--- config.mk ---
export PLATFORM = sky130hd
export DESIGN_NAME = sha256_message_hasher_top
export DESIGN_NICKNAME = d
export VERILOG_FILES = /design/src/rtl/core/shamh_pkg.sv /design/src/rtl/core/sha256_message_hasher_top.sv /design/src/rtl/core/shamh_dp.sv /design/src/rtl/core/shamh_ctrl.sv /design/src/rtl/core/shamh_out.sv
export VERILOG_INCLUDE_DIRS = /design/src /design/src/rtl/core
export SDC_FILE = /design/constraint.sdc
export NUM_CORES = 2
export LEC_CHECK = 0
export BUFFER_PORTS_ARGS = -buffer_cell sky130_fd_sc_hd__buf_2
export CORE_UTILIZATION = 50
export CTS_CLUSTER_DIAMETER = 120
export DETAILED_ROUTE_END_ITERATION = 8
export PLACE_DENSITY = 0.65
export SLEW_MARGIN = 25
export SYNTH_ARGS = -nofsm -noshare
export SYNTH_HDL_FRONTEND = slang
export SYNTH_SLANG_ARGS = --single-unit
--- constraint.sdc ---
create_clock -name clk -period 17 [get_ports clk]
set_input_delay 0.85 -clock clk [delete_from_list [all_inputs] [get_ports clk]]
set_output_delay 0.85 -clock clk [all_outputs]
set_load 0.05 [all_outputs]
--- src/rtl/core/sha256_message_hasher_top_macros.svh ---
// ----------------------------------------------------------------------------
// SHA-256 message hasher - assertion macros
// Shared helpers for the concurrent checks in the hasher modules.
// ----------------------------------------------------------------------------
`ifndef SHA256_MESSAGE_HASHER_TOP_MACROS_SVH
`define SHA256_MESSAGE_HASHER_TOP_MACROS_SVH

// Same-cycle implication, ignored while reset is asserted.
`define SHAMH_ASSERT_IMPL(label, clk, rst_n, ante, cons) \
	label: assert property (@(posedge clk) disable iff (!rst_n) (ante) |-> (cons)) \
		else $error("shamh: same-cycle check failed");

// Next-cycle implication, ignored while reset is asserted.
`define SHAMH_ASSERT_NEXT(label, clk, rst_n, ante, cons) \
	label: assert property (@(posedge clk) disable iff (!rst_n) (ante) |=> (cons)) \
		else $error("shamh: next-cycle check failed");

`endif

--- src/rtl/core/shamh_pkg.sv ---
// ----------------------------------------------------------------------------
// SHA-256 message hasher - package
// Constants, controller states and the command/status bundles.
// ----------------------------------------------------------------------------
package shamh_pkg;

	localparam int unsigned FILL_W = 6;

	// fill count at which the last byte of a block goes in
	localparam logic [FILL_W-1:0] FILL_LAST = 6'd63;
	// fill count at which the length field starts
	localparam logic [FILL_W-1:0] FILL_LEN  = 6'd56;

	localparam logic [7:0] PAD_MARK_BYTE = 8'h80;

	localparam logic [31:0] HASH_IV [8] = '{
		32'h6a09e667, 32'hbb67ae85, 32'h3c6ef372, 32'ha54ff53a,
		32'h510e527f, 32'h9b05688c, 32'h1f83d9ab, 32'h5be0cd19
	};

	localparam logic [31:0] ROUND_K [64] = '{
		32'h428a2f98, 32'h71374491, 32'hb5c0fbcf, 32'he9b5dba5,
		32'h3956c25b, 32'h59f111f1, 32'h923f82a4, 32'hab1c5ed5,
		32'hd807aa98, 32'h12835b01, 32'h243185be, 32'h550c7dc3,
		32'h72be5d74, 32'h80deb1fe, 32'h9bdc06a7, 32'hc19bf174,
		32'he49b69c1, 32'hefbe4786, 32'h0fc19dc6, 32'h240ca1cc,
		32'h2de92c6f, 32'h4a7484aa, 32'h5cb0a9dc, 32'h76f988da,
		32'h983e5152, 32'ha831c66d, 32'hb00327c8, 32'hbf597fc7,
		32'hc6e00bf3, 32'hd5a79147, 32'h06ca6351, 32'h14292967,
		32'h27b70a85, 32'h2e1b2138, 32'h4d2c6dfc, 32'h53380d13,
		32'h650a7354, 32'h766a0abb, 32'h81c2c92e, 32'h92722c85,
		32'ha2bfe8a1, 32'ha81a664b, 32'hc24b8b70, 32'hc76c51a3,
		32'hd192e819, 32'hd6990624, 32'hf40e3585, 32'h106aa070,
		32'h19a4c116, 32'h1e376c08, 32'h2748774c, 32'h34b0bcb5,
		32'h391c0cb3, 32'h4ed8aa4a, 32'h5b9cca4f, 32'h682e6ff3,
		32'h748f82ee, 32'h78a5636f, 32'h84c87814, 32'h8cc70208,
		32'h90befffa, 32'ha4506ceb, 32'hbef9a3f7, 32'hc67178f2
	};

	typedef enum logic [2:0] {
		ST_IDLE,
		ST_PAD_MARK,
		ST_PAD_ZERO,
		ST_PAD_LEN,
		ST_COMP_INIT,
		ST_COMP_ROUND,
		ST_COMP_FINAL,
		ST_EMIT
	} ctrl_state_t;

	typedef struct packed {
		logic shift_msg;
		logic shift_mark;
		logic shift_zero;
		logic shift_len;
		logic comp_init;
		logic comp_round;
		logic comp_final;
		logic new_msg;
	} dp_cmd_t;

	typedef struct packed {
		logic [FILL_W-1:0] fill;
		logic              round_last;
	} dp_sts_t;

endpackage

--- src/rtl/core/sha256_message_hasher_top.sv ---
// ----------------------------------------------------------------------------
// SHA-256 message hasher - top level
// Hashes a byte stream and returns the eight-word digest per message.
// ----------------------------------------------------------------------------
//
//  channel | dir | tdata                         | tuser         | tlast
//  --------+-----+-------------------------------+---------------+-----------
//  s_*     | in  | [7:0] msg_byte                | byte_present  | last_item
//  m_*     | out | [31:0] digest_word,[34:32] idx| -             | last_word
//
//  Timing: message bytes are taken one per cycle while the controller is idle;
//  every 64th block byte starts a compression (load, 64 rounds on one shared
//  round unit, fold). The final word adds padding bytes up to the block end,
//  a turn state before the length field (and an extra compression when 56 or
//  more bytes are pending), the closing compression and a hand-off state.
//  Eight digest words then drain at one per cycle while the receiver is ready,
//  from the output unit while the next message is already taken in.
//  Reset clears control state and reloads the initial hash; no clearing pass.
//  A stalled digest holds; a new message waits at its end until it drains.
// ----------------------------------------------------------------------------
module sha256_message_hasher_top
	import shamh_pkg::*;
(
	input  logic        clk,
	input  logic        arst_n,
	input  logic        s_tvalid,
	output logic        s_tready,
	input  logic [7:0]  s_tdata,   // [7:0] msg_byte
	input  logic        s_tuser,   // [0] byte_present
	input  logic        s_tlast,
	output logic        m_tvalid,
	input  logic        m_tready,
	output logic [39:0] m_tdata,   // [31:0] digest_word, [34:32] word_index, rest zero
	output logic        m_tlast
);

	dp_cmd_t          cmd;
	dp_sts_t          sts;
	logic [7:0][31:0] hash;
	logic             out_busy;
	logic             out_load;
	logic [31:0]      digest_word;
	logic [2:0]       word_index;

	// sequence intake, padding and compression
	shamh_ctrl u_ctrl (
		.clk        (clk),
		.arst_n     (arst_n),
		.in_valid   (s_tvalid),
		.in_present (s_tuser),
		.in_last    (s_tlast),
		.in_ready   (s_tready),
		.sts        (sts),
		.cmd        (cmd),
		.out_busy   (out_busy),
		.out_load   (out_load)
	);

	// block window, round unit and chaining hash
	shamh_dp u_dp (
		.clk      (clk),
		.arst_n   (arst_n),
		.cmd      (cmd),
		.msg_byte (s_tdata),
		.sts      (sts),
		.hash     (hash)
	);

	// hold the finished digest and drain it word by word
	shamh_out u_out (
		.clk         (clk),
		.arst_n      (arst_n),
		.load        (out_load),
		.digest      (hash),
		.busy        (out_busy),
		.valid       (m_tvalid),
		.ready       (m_tready),
		.digest_word (digest_word),
		.word_index  (word_index),
		.last_word   (m_tlast)
	);

	assign m_tdata = {5'b00000, word_index, digest_word};

endmodule

--- src/rtl/core/shamh_dp.sv ---
// ----------------------------------------------------------------------------
// SHA-256 message hasher - datapath
// Block/schedule shift line, round unit, chaining hash and length counter.
// ----------------------------------------------------------------------------
module shamh_dp
	import shamh_pkg::*;
(
	input  logic             clk,
	input  logic             arst_n,
	input  dp_cmd_t          cmd,
	input  logic [7:0]       msg_byte,
	output dp_sts_t          sts,
	output logic [7:0][31:0] hash
);

	logic [31:0]       sched_q [16];
	logic [7:0][31:0]  hash_q;
	logic [31:0]       a_q, b_q, c_q, d_q, e_q, f_q, g_q, h_q;
	logic [FILL_W-1:0] fill_q;
	logic [63:0]       bits_q;
	logic [5:0]        round_q;

	logic        shift_any;
	logic [7:0]  byte_in;
	logic [7:0]  len_byte;
	logic [31:0] w_next;
	logic [31:0] big_s1, ch, t1, big_s0, maj, t2;

	function automatic logic [31:0] rotr(input logic [31:0] x, input int unsigned n);
		return 32'({x, x} >> n);
	endfunction

	function automatic logic [31:0] small_sig0(input logic [31:0] x);
		return rotr(x, 7) ^ rotr(x, 18) ^ (x >> 3);
	endfunction

	function automatic logic [31:0] small_sig1(input logic [31:0] x);
		return rotr(x, 17) ^ rotr(x, 19) ^ (x >> 10);
	endfunction

	assign shift_any = cmd.shift_msg | cmd.shift_mark | cmd.shift_zero | cmd.shift_len;

	// length field goes out most significant byte first
	assign len_byte = 8'(bits_q >> {~fill_q[2:0], 3'b000});

	always_comb begin
		if (cmd.shift_msg) begin
			byte_in = msg_byte;
		end else if (cmd.shift_mark) begin
			byte_in = PAD_MARK_BYTE;
		end else if (cmd.shift_len) begin
			byte_in = len_byte;
		end else begin
			byte_in = 8'h00;
		end
	end

	assign w_next = small_sig1(sched_q[14]) + sched_q[9] + small_sig0(sched_q[1]) + sched_q[0];

	assign big_s1 = rotr(e_q, 6) ^ rotr(e_q, 11) ^ rotr(e_q, 25);
	assign ch     = (e_q & f_q) ^ (~e_q & g_q);
	assign t1     = h_q + big_s1 + ch + ROUND_K[round_q] + sched_q[0];
	assign big_s0 = rotr(a_q, 2) ^ rotr(a_q, 13) ^ rotr(a_q, 22);
	assign maj    = (a_q & b_q) ^ (a_q & c_q) ^ (b_q & c_q);
	assign t2     = big_s0 + maj;

	// block bytes enter at the low byte of the last word; during rounds the window advances a word
	always_ff @(posedge clk) begin
		if (shift_any) begin
			for (int i = 0; i < 15; i++) begin
				sched_q[i] <= {sched_q[i][23:0], sched_q[i+1][31:24]};
			end
			sched_q[15] <= {sched_q[15][23:0], byte_in};
		end else if (cmd.comp_round) begin
			for (int i = 0; i < 15; i++) begin
				sched_q[i] <= sched_q[i+1];
			end
			sched_q[15] <= w_next;
		end
	end

	always_ff @(posedge clk) begin
		if (cmd.comp_init) begin
			a_q <= hash_q[0];
			b_q <= hash_q[1];
			c_q <= hash_q[2];
			d_q <= hash_q[3];
			e_q <= hash_q[4];
			f_q <= hash_q[5];
			g_q <= hash_q[6];
			h_q <= hash_q[7];
		end else if (cmd.comp_round) begin
			h_q <= g_q;
			g_q <= f_q;
			f_q <= e_q;
			e_q <= d_q + t1;
			d_q <= c_q;
			c_q <= b_q;
			b_q <= a_q;
			a_q <= t1 + t2;
		end
	end

	always_ff @(posedge clk or negedge arst_n) begin
		if (!arst_n) begin
			for (int i = 0; i < 8; i++) begin
				hash_q[i] <= HASH_IV[i];
			end
		end else if (cmd.new_msg) begin
			for (int i = 0; i < 8; i++) begin
				hash_q[i] <= HASH_IV[i];
			end
		end else if (cmd.comp_final) begin
			hash_q[0] <= hash_q[0] + a_q;
			hash_q[1] <= hash_q[1] + b_q;
			hash_q[2] <= hash_q[2] + c_q;
			hash_q[3] <= hash_q[3] + d_q;
			hash_q[4] <= hash_q[4] + e_q;
			hash_q[5] <= hash_q[5] + f_q;
			hash_q[6] <= hash_q[6] + g_q;
			hash_q[7] <= hash_q[7] + h_q;
		end
	end

	always_ff @(posedge clk or negedge arst_n) begin
		if (!arst_n) begin
			fill_q  <= '0;
			bits_q  <= '0;
			round_q <= '0;
		end else begin
			if (cmd.new_msg) begin
				fill_q <= '0;
			end else if (shift_any) begin
				fill_q <= fill_q + 1'b1;
			end
			if (cmd.new_msg) begin
				bits_q <= '0;
			end else if (cmd.shift_msg) begin
				bits_q <= bits_q + 64'd8;
			end
			if (cmd.comp_init) begin
				round_q <= '0;
			end else if (cmd.comp_round) begin
				round_q <= round_q + 1'b1;
			end
		end
	end

	assign sts.fill       = fill_q;
	assign sts.round_last = &round_q;
	assign hash           = hash_q;

endmodule

--- src/rtl/core/shamh_ctrl.sv ---
// ----------------------------------------------------------------------------
// SHA-256 message hasher - controller
// Sequences byte intake, padding, compression and digest hand-off.
// ----------------------------------------------------------------------------
`include "sha256_message_hasher_top_macros.svh"

module shamh_ctrl
	import shamh_pkg::*;
(
	input  logic    clk,
	input  logic    arst_n,
	input  logic    in_valid,
	input  logic    in_present,
	input  logic    in_last,
	output logic    in_ready,
	input  dp_sts_t sts,
	output dp_cmd_t cmd,
	input  logic    out_busy,
	output logic    out_load
);

	ctrl_state_t state_q, state_d;
	ctrl_state_t ret_q, ret_d;
	logic        any_shift;
	logic        block_full;

	assign block_full = (sts.fill == FILL_LAST);
	assign any_shift  = cmd.shift_msg | cmd.shift_mark | cmd.shift_zero | cmd.shift_len;

	always_ff @(posedge clk or negedge arst_n) begin
		if (!arst_n) begin
			state_q <= ST_IDLE;
			ret_q   <= ST_IDLE;
		end else begin
			state_q <= state_d;
			ret_q   <= ret_d;
		end
	end

	always_comb begin
		state_d  = state_q;
		ret_d    = ret_q;
		cmd      = '0;
		in_ready = 1'b0;
		out_load = 1'b0;
		case (state_q)
			ST_IDLE: begin
				in_ready = 1'b1;
				if (in_valid) begin
					if (in_present) begin
						cmd.shift_msg = 1'b1;
						if (block_full) begin
							state_d = ST_COMP_INIT;
							ret_d   = in_last ? ST_PAD_MARK : ST_IDLE;
						end else if (in_last) begin
							state_d = ST_PAD_MARK;
						end
					end else if (in_last) begin
						state_d = ST_PAD_MARK;
					end
				end
			end
			ST_PAD_MARK: begin
				cmd.shift_mark = 1'b1;
				if (block_full) begin
					state_d = ST_COMP_INIT;
					ret_d   = ST_PAD_ZERO;
				end else begin
					state_d = ST_PAD_ZERO;
				end
			end
			ST_PAD_ZERO: begin
				if (sts.fill == FILL_LEN) begin
					state_d = ST_PAD_LEN;
				end else begin
					cmd.shift_zero = 1'b1;
					if (block_full) begin
						state_d = ST_COMP_INIT;
						ret_d   = ST_PAD_ZERO;
					end
				end
			end
			ST_PAD_LEN: begin
				cmd.shift_len = 1'b1;
				if (block_full) begin
					state_d = ST_COMP_INIT;
					ret_d   = ST_EMIT;
				end
			end
			ST_COMP_INIT: begin
				cmd.comp_init = 1'b1;
				state_d       = ST_COMP_ROUND;
			end
			ST_COMP_ROUND: begin
				cmd.comp_round = 1'b1;
				if (sts.round_last) begin
					state_d = ST_COMP_FINAL;
				end
			end
			ST_COMP_FINAL: begin
				cmd.comp_final = 1'b1;
				state_d        = ret_q;
			end
			ST_EMIT: begin
				if (!out_busy) begin
					out_load    = 1'b1;
					cmd.new_msg = 1'b1;
					state_d     = ST_IDLE;
				end
			end
			default: begin
				state_d = ST_IDLE;
			end
		endcase
	end

	`SHAMH_ASSERT_NEXT(a_round_end, clk, arst_n, state_q == ST_COMP_ROUND && sts.round_last, state_q == ST_COMP_FINAL)
	`SHAMH_ASSERT_IMPL(a_load_free, clk, arst_n, out_load, !out_busy && state_q == ST_EMIT)
	`SHAMH_ASSERT_NEXT(a_full_block, clk, arst_n, any_shift && block_full, state_q == ST_COMP_INIT)

endmodule

--- src/rtl/core/shamh_out.sv ---
// ----------------------------------------------------------------------------
// SHA-256 message hasher - digest output
// Holds a finished digest and drains it one word per handshake.
// ----------------------------------------------------------------------------
`include "sha256_message_hasher_top_macros.svh"

module shamh_out
	import shamh_pkg::*;
(
	input  logic             clk,
	input  logic             arst_n,
	input  logic             load,
	input  logic [7:0][31:0] digest,
	output logic             busy,
	output logic             valid,
	input  logic             ready,
	output logic [31:0]      digest_word,
	output logic [2:0]       word_index,
	output logic             last_word
);

	logic [31:0] word_q [8];
	logic [2:0]  cnt_q;
	logic        valid_q;
	logic        take;

	assign take = valid_q & ready;

	always_ff @(posedge clk) begin
		if (load) begin
			for (int i = 0; i < 8; i++) begin
				word_q[i] <= digest[i];
			end
		end else if (take) begin
			for (int i = 0; i < 7; i++) begin
				word_q[i] <= word_q[i+1];
			end
		end
	end

	always_ff @(posedge clk or negedge arst_n) begin
		if (!arst_n) begin
			valid_q <= 1'b0;
			cnt_q   <= '0;
		end else if (load) begin
			valid_q <= 1'b1;
			cnt_q   <= '0;
		end else if (take) begin
			cnt_q <= cnt_q + 1'b1;
			if (&cnt_q) begin
				valid_q <= 1'b0;
			end
		end
	end

	assign busy        = valid_q;
	assign valid       = valid_q;
	assign digest_word = word_q[0];
	assign word_index  = cnt_q;
	assign last_word   = &cnt_q;

	`SHAMH_ASSERT_NEXT(a_load_first, clk, arst_n, load, valid_q && cnt_q == 3'd0)
	`SHAMH_ASSERT_NEXT(a_drain_end, clk, arst_n, take && (&cnt_q), !valid_q)
	`SHAMH_ASSERT_NEXT(a_drain_mid, clk, arst_n, take && !(&cnt_q), valid_q)

endmodule

Word level (Yosys, flattened, before mapping)
Memories as Yosys holds them, arrays and structs flattened.
Cells that the tools add are included.
- flip-flop bits (word level): 598
- RAM bits: 768
- bits in read-only memories: 2048
- bits of input ports: 14
- output and inout bits: 43
- word-level logic and storage cells: 223
- memories kept: 3
- add/subtract/negate cells: 22
- magnitude comparators: 1
- eq/ne operators: 16
- shifts and indexed selects: 1
- multiplexer cells: 98
- bitwise operators: 46
- reductions and logical operators: 13
- memory list (memory ; words ; bits a word ; rd ports ; clocked after memory_dff ; write ports ; line ; source):
    (no name shown) ; 64 ; 32 ; 1 ; 0 ; 0 ; shamh_dp.sv:62 ; assign t1 = h_q + big_s1 + ch + ROUND_K[round_q] + sched_q[0];
    u_dp.sched_q ; 16 ; 32 ; 16 ; 0 ; 16 ; shamh_dp.sv:16 ; logic [31:0] sched_q [16];
    u_out.word_q ; 8 ; 32 ; 8 ; 0 ; 8 ; shamh_out.sv:22 ; logic [31:0] word_q [8];
- operators by type and width (kind ; number):
    two-way mux 32 bit ; 41
    adder 32 bit ; 18
    two-way mux 256 bit ; 2
    bitwise XOR 32 bit ; 9
    bitwise AND 32 bit ; 5
    two-way mux 64 bit ; 2
    adder 64 x 4 -> 64 bit (second input constant) ; 1
    >> shifter 64 x 6 -> 8 bit ; 1
    two-way mux 3 bit ; 17
    inverter 32 bit ; 1
    bitwise XOR 32 x 22 -> 32 bit ; 1
    bitwise XOR 32 x 29 -> 32 bit ; 1
    two-way mux 1 bit ; 27
    bitwise OR 1 bit ; 26
    two-way mux 6 bit ; 4
    two-way mux 8 bit ; 3
    one-hot mux 3 bit (8 select lines) ; 1
    adder 6 x 1 -> 6 bit (second input constant) ; 2
    == test 3 bit (second input constant) ; 4
    == test 6 bit (second input constant) ; 2
    one-hot mux 3 bit (4 select lines) ; 1
    AND reduction 6 bit ; 2
    nonzero test 2 bit ; 6
    != test 2 bit (second input constant) ; 5
    12 further kinds ; 15

Depth between registers and ports, before layout
- word-level depth: 9
- mapped depth: 38
- depth with buffers taken out: 37

Hierarchy
Synthesis repeated with hierarchy kept, for this count alone.
- cell total of the unflattened synthesis: 7694
- area, all modules: 86133.9 um^2
- by module, submodules not included (module ; times used ; cells each ; area an instance (um^2) ; sequential area each (um^2)):
    shamh_dp ; 1 ; 7076 ; 73984.7 ; 31465.2
    shamh_out ; 1 ; 559 ; 11624.9 ; 7787.5
    shamh_ctrl ; 1 ; 53 ; 483.0 ; 150.1
    sha256_message_hasher_top ; 1 ; 6 ; 41.3 ; 0.0

Worst setup path before layout
OpenSTA, ideal clock, no wires.
- kind: reg2reg
- from: reg u_dp.fill_q[1]
- to: mem u_dp.sched_q[0][0] (enable)
- library setup time: 3.632 ns
- data arrival time: 10.376 ns
- required time: 13.368 ns
- path slack: 2.992 ns
- cell stages (with the launch flop): 11
- buffers on the path: 3
- clock period less this slack: 14.008 ns
- cells stage by stage: dfrtp_1 > buf_1 > clkinv_1 > ha_1 > nand3b_1 > a21oi_1 > nor2_1 > nor2_1 > clkbuf_1 > clkbuf_1 > nand2_1
- RTL lines (item ; line ; source):
    from (decl) ; shamh_dp.sv:19 ; logic [FILL_W-1:0] fill_q;
    from (signal assigned) ; shamh_dp.sv:134 ; fill_q <= fill_q + 1'b1;
    to (decl) ; shamh_dp.sv:16 ;

Worst setup path after layout
- from: reg u_dp.round_q[1]
- to: reg u_dp.a_q[31], data pin
- cells in the longest elaborated chain, start to end: 9
- RTL lines (item ; line ; source):
    from (decl) ; shamh_dp.sv:21 ; logic [5:0] round_q;
    from (signal assigned) ; shamh_dp.sv:144 ; round_q <= round_q + 1'b1;
    inverter 6 -> 7 bit (implied by the code) ; shamh_dp.sv:62 ;
    memory (64 x 32 bit) ; n/a ;
    two-way mux 32 bit (implied by the code) (2 in series) ; shamh_dp.sv:62 ;
    adder 32 bit (2 in series) ; shamh_dp.sv:62 ;
    adder 32 bit ; shamh_dp.sv:100 ; a_q <= t1 + t2;
    two-way mux 32 bit ; shamh_dp.sv:92 ; end else if (cmd.comp_round) begin
    two-way mux 32 bit ; shamh_dp.sv:83 ; if (cmd.comp_init) begin
    to (signal assigned) ; shamh_dp.sv:84 ; a_q <= hash_q[0];
    to (signal assigned) ; shamh_dp.sv:100 ;
    to (decl) ; shamh_dp.sv:18 ; logic [31:0] a_q, b_q, c_q, d_q, e_q, f_q, g_q, h_q;
Every way passes these cells. The select of a mux whose other input is x is not followed.
A chain may end at the register's enable or synchronous reset.

==> out/qor.csv <==
stage,metric,value,unit
route,Final ANT Viol Nets,0,
floorplanning,Initial Util,50.5,%
critical_path,Worst Setup EP,u_dp.a_q[31]$_DFFE_PP_,
timing,Worst-Margin Slew,1.24,ns
clocking,clk slew on worst S/H paths,0.06,ns
clocking,Clock Tree Root,clkbuf_16,
hold_path,Hold Path Origin,s_tlast,
synthesis,most numerous cell in the Yosys netlist,nand2_1,
placement,DP Area,0.0866,mm2
route,WL/cell,23.4,um
timing,Final Cycle Share,63.9,%
hold_path,Hold Crit Class,input port to flop,
critical_path,Critical-path top delay cell,dfrtp_1,
timing,Slew HR,17.2,%
placement,Post-DP HPWL,179,mm
placement,port bufs,51,
synthesis,most frequent cells after synthesis,"nand2_1 (2498), edfxtp_1 (1024), o21ai_0 (476)",
synthesis,Post-synth EDFFs,1024,
cells_and_area,Fillers,14800,
timing,Final WS setup,6.14,ns
critical_path,reg2reg end,u_dp.a_q[31]$_DFFE_PP_,
critical_path,Startpoint Class,flop,
synthesis,synth warn,0,
critical_path,worst flop-to-flop path startpoint,u_dp.round_q[1]$_DFFE_PN0P_,
global_routing,global-route wire length before repair,385,mm
timing,final hold viol count,0,
timing,TNS Setup,0,ns
critical_path,worst reg-to-reg path cell count,35,
clocking,TritonCTS clock tree,yes,
timing,min Tclk post-route,10.86,ns
route,vias,63900,
synthesis,Netlist Area Pre-Place,0.0848,mm2
route,final WL,254,mm
clocking,CTS sink count,1363,
floorplanning,site row count,150,
synthesis,ys flop type,edfxtp_1,
timing,Slew Limit Fails,0,
synthesis,fraction of the yosys area taken by sequential cells,46.5,%
synthesis,Synth Area per Inst,9.67,um2
synthesis,Synth async-reset ratio,24.9,%
timing,Final Setup Violations,0,
floorplanning,io pins,57,
route,met3 WL,14.4,mm
route,Met2 Wirelength,121,mm
cells_and_area,fin cells,10900,
route,wl on met1,106,mm
synthesis,Synth Instances,8768,
critical_path,Max stage delay on crit path,0.95,ns
clocking,insertion delay to the later sink of the worst-skew pair,0.82,ns
timing,RSZ-0062 raised after global routing,false,
run,Max-Cap Viols,0,
critical_path,Crit Path Category,flop to flop,
cells_and_area,post-route cell area,0.0915,mm2
floorplanning,core area,0.168,mm2
timing,Fmax,92.1,MHz
clocking,htree depth,4,
route,DRC Markers,0,
placement,Placed Cells incl. Taps,10600,
critical_path,worst endpoint data arrival time,11.40,ns
floorplanning,die width,414,um
synthesis,Yosys reg bits,1363,
global_routing,number of global-route vias before repair,63100,
cells_and_area,share of layout cells above drive strength 1,8.76,%
global_routing,Total GRT Usage,29.7,%
critical_path,CP Capture Type,flop,
placement,gpl congestion,0.962,
route,DR pass1 iterations,8,
cells_and_area,Post-layout nets,9153,
critical_path,CP required,17.54,ns
cells_and_area,Reg area,0.0394,mm2
global_routing,total grt overflow,0,
route,initial DRC count,5914,
cells_and_area,area grow syn2layout,7.92,%
critical_path,highest fanout seen on the critical path,23,
floorplanning,Die Area,0.171,mm2
cells_and_area,area of the multi-input gates,0.0423,mm2
critical_path,FF-to-FF setup slack,6.14,ns
synthesis,post-synth top area cell,edfxtp_1,
synthesis,Area contributors post-synth,"edfxtp_1 (36%), nand2_1 (11%), dfrtp_1 (6.0%)",
outcome,status,completed,
placement,dpl ws,6.29,ns
critical_path,Critical Path Source,u_dp.round_q[1]$_DFFE_PN0P_,
route,Vias/cell,5.87,
clocking,CTS buffer count,154,
route,highest metal used,met4,
synthesis,Yosys cell types,90,
global_routing,initial antenna violation count,0,
global_routing,largest net degree at the start of global routing,267,
clocking,Clock Tree Buf Depth,3,
timing,Fin Clk Skew,0.0349,ns
synthesis,share of the synthesized area in the top cell type,36.3,%
floorplanning,die height,414,um
[logic make-up (layout without fill, tap and decap cells)]
group / after synthesis / in the layout / synth area share (%)
XOR/XNOR: 622 / 622 / 6.46
AND/OR/NAND/NOR: 3468 / 3468 / 17.0
multiplexers: 260 / 260 / 3.57
flip-flops: 1363 / 1363 / 46.5
adder cells (fa/ha/maj): 619 / 619 / 10.8
other: 1 / 6 / 0.00442
AO/OA/AOI/OAI: 1623 / 1623 / 11.9
buffers and inverters: 812 / 712 / 3.78
[worst min path at each step]
stage                                      to  slack [ns]  cells after the start
6_report          u_ctrl.ret_q[0]$_DFFE_PN0P_        0.31                      3
5_1_grt           u_ctrl.ret_q[0]$_DFFE_PN0P_        0.29                      3
4_1_cts           u_ctrl.ret_q[0]$_DFFE_PN0P_        0.23                      3
3_5_place_dp   u_out.word_q[1][108]$_DFFE_PP_        0.49                      0
3_3_place_gp   u_out.word_q[1][115]$_DFFE_PP_        0.48                      0
2_1_floorplan       u_dp.hash[95]$_DFFE_PN0P_        0.46                      1
[worst max-delay path: cells and delay by family, from the launching register on]
kind            cells  cell delay (ns)
buf+inv             4             0.64
fa+ha+maj           7             3.17
compound gates     15             3.97
simple gates        7             1.47
xor+xnor            2             0.38
flops               1             0.95
[state kept, by name, indices dropped and copies added (netlist names)]
signal	cells
u_ctrl.ret_q	3
u_ctrl.state_q	3
u_dp.a_q	32
u_dp.b_q	32
u_dp.bits_q	61
u_dp.c_q	32
u_dp.d_q	32
u_dp.e_q	32
u_dp.f_q	32
u_dp.fill_q	6
u_dp.g_q	32
u_dp.h_q	32
u_dp.hash	256
u_dp.round_q	6
u_dp.sched_q	512
u_out.busy	1
u_out.word_index	3
u_out.word_q	256
[routing by layer]
metal / up-vias / GRT usage, %
li1: 29900 / -
met1: 31400 / 38.5
met2: 2093 / 49.5
met4: 0 / 13.2
met5: - / 0
met3: 488 / 4.00
[placed cells by master, fill, tap and decap left out, drive strengths merged, types with 59 or more instances in the layout]
master     n
a21o     162
a21oi    442
buf      134
clkbuf   211
dfrtp    203
dfstp    136
edfxtp  1024
fa       195
ha       397
inv      301
mux2     200
nand2   2500
nand2b    82
nand3    140
nor2     373
nor2b     59
nor3      85
o211ai    81
o21a      62
o21ai    482
xnor2    376
xor2     244
[per-stage QoR]
stage	hold WS (ns)	utilization [%]
6_report	0.307	54.5
5_1_grt	0.293	54.5
4_1_cts	0.233	54.5
3_5_place_dp	0.493	51.6
3_3_place_gp	0.484	51.6
2_1_floorplan	0.461	-
[area by class of cell]
cell class,count,area share [%]
antenna,1,0.00274
clock buffer,211,4.65
clock inverter,70,0.631
inverter,296,1.22
multi-input combinational,6597,46.2
sequential,1363,43.1
tap,2204,3.01
timing repair buffer,135,1.15
[timing repair]
action / 4_1_cts / 5_1_grt
setup endpoints to repair: 0 / 0
buffers inserted: 0 / 0
hold endpoints to repair: 19 / 0
gates resized for setup: 0 / 0
hold buffers: 1 / 0
Power is not shown: default switching activity piles up to over one toggle a cycle in this logic, so the estimate is an artifact.
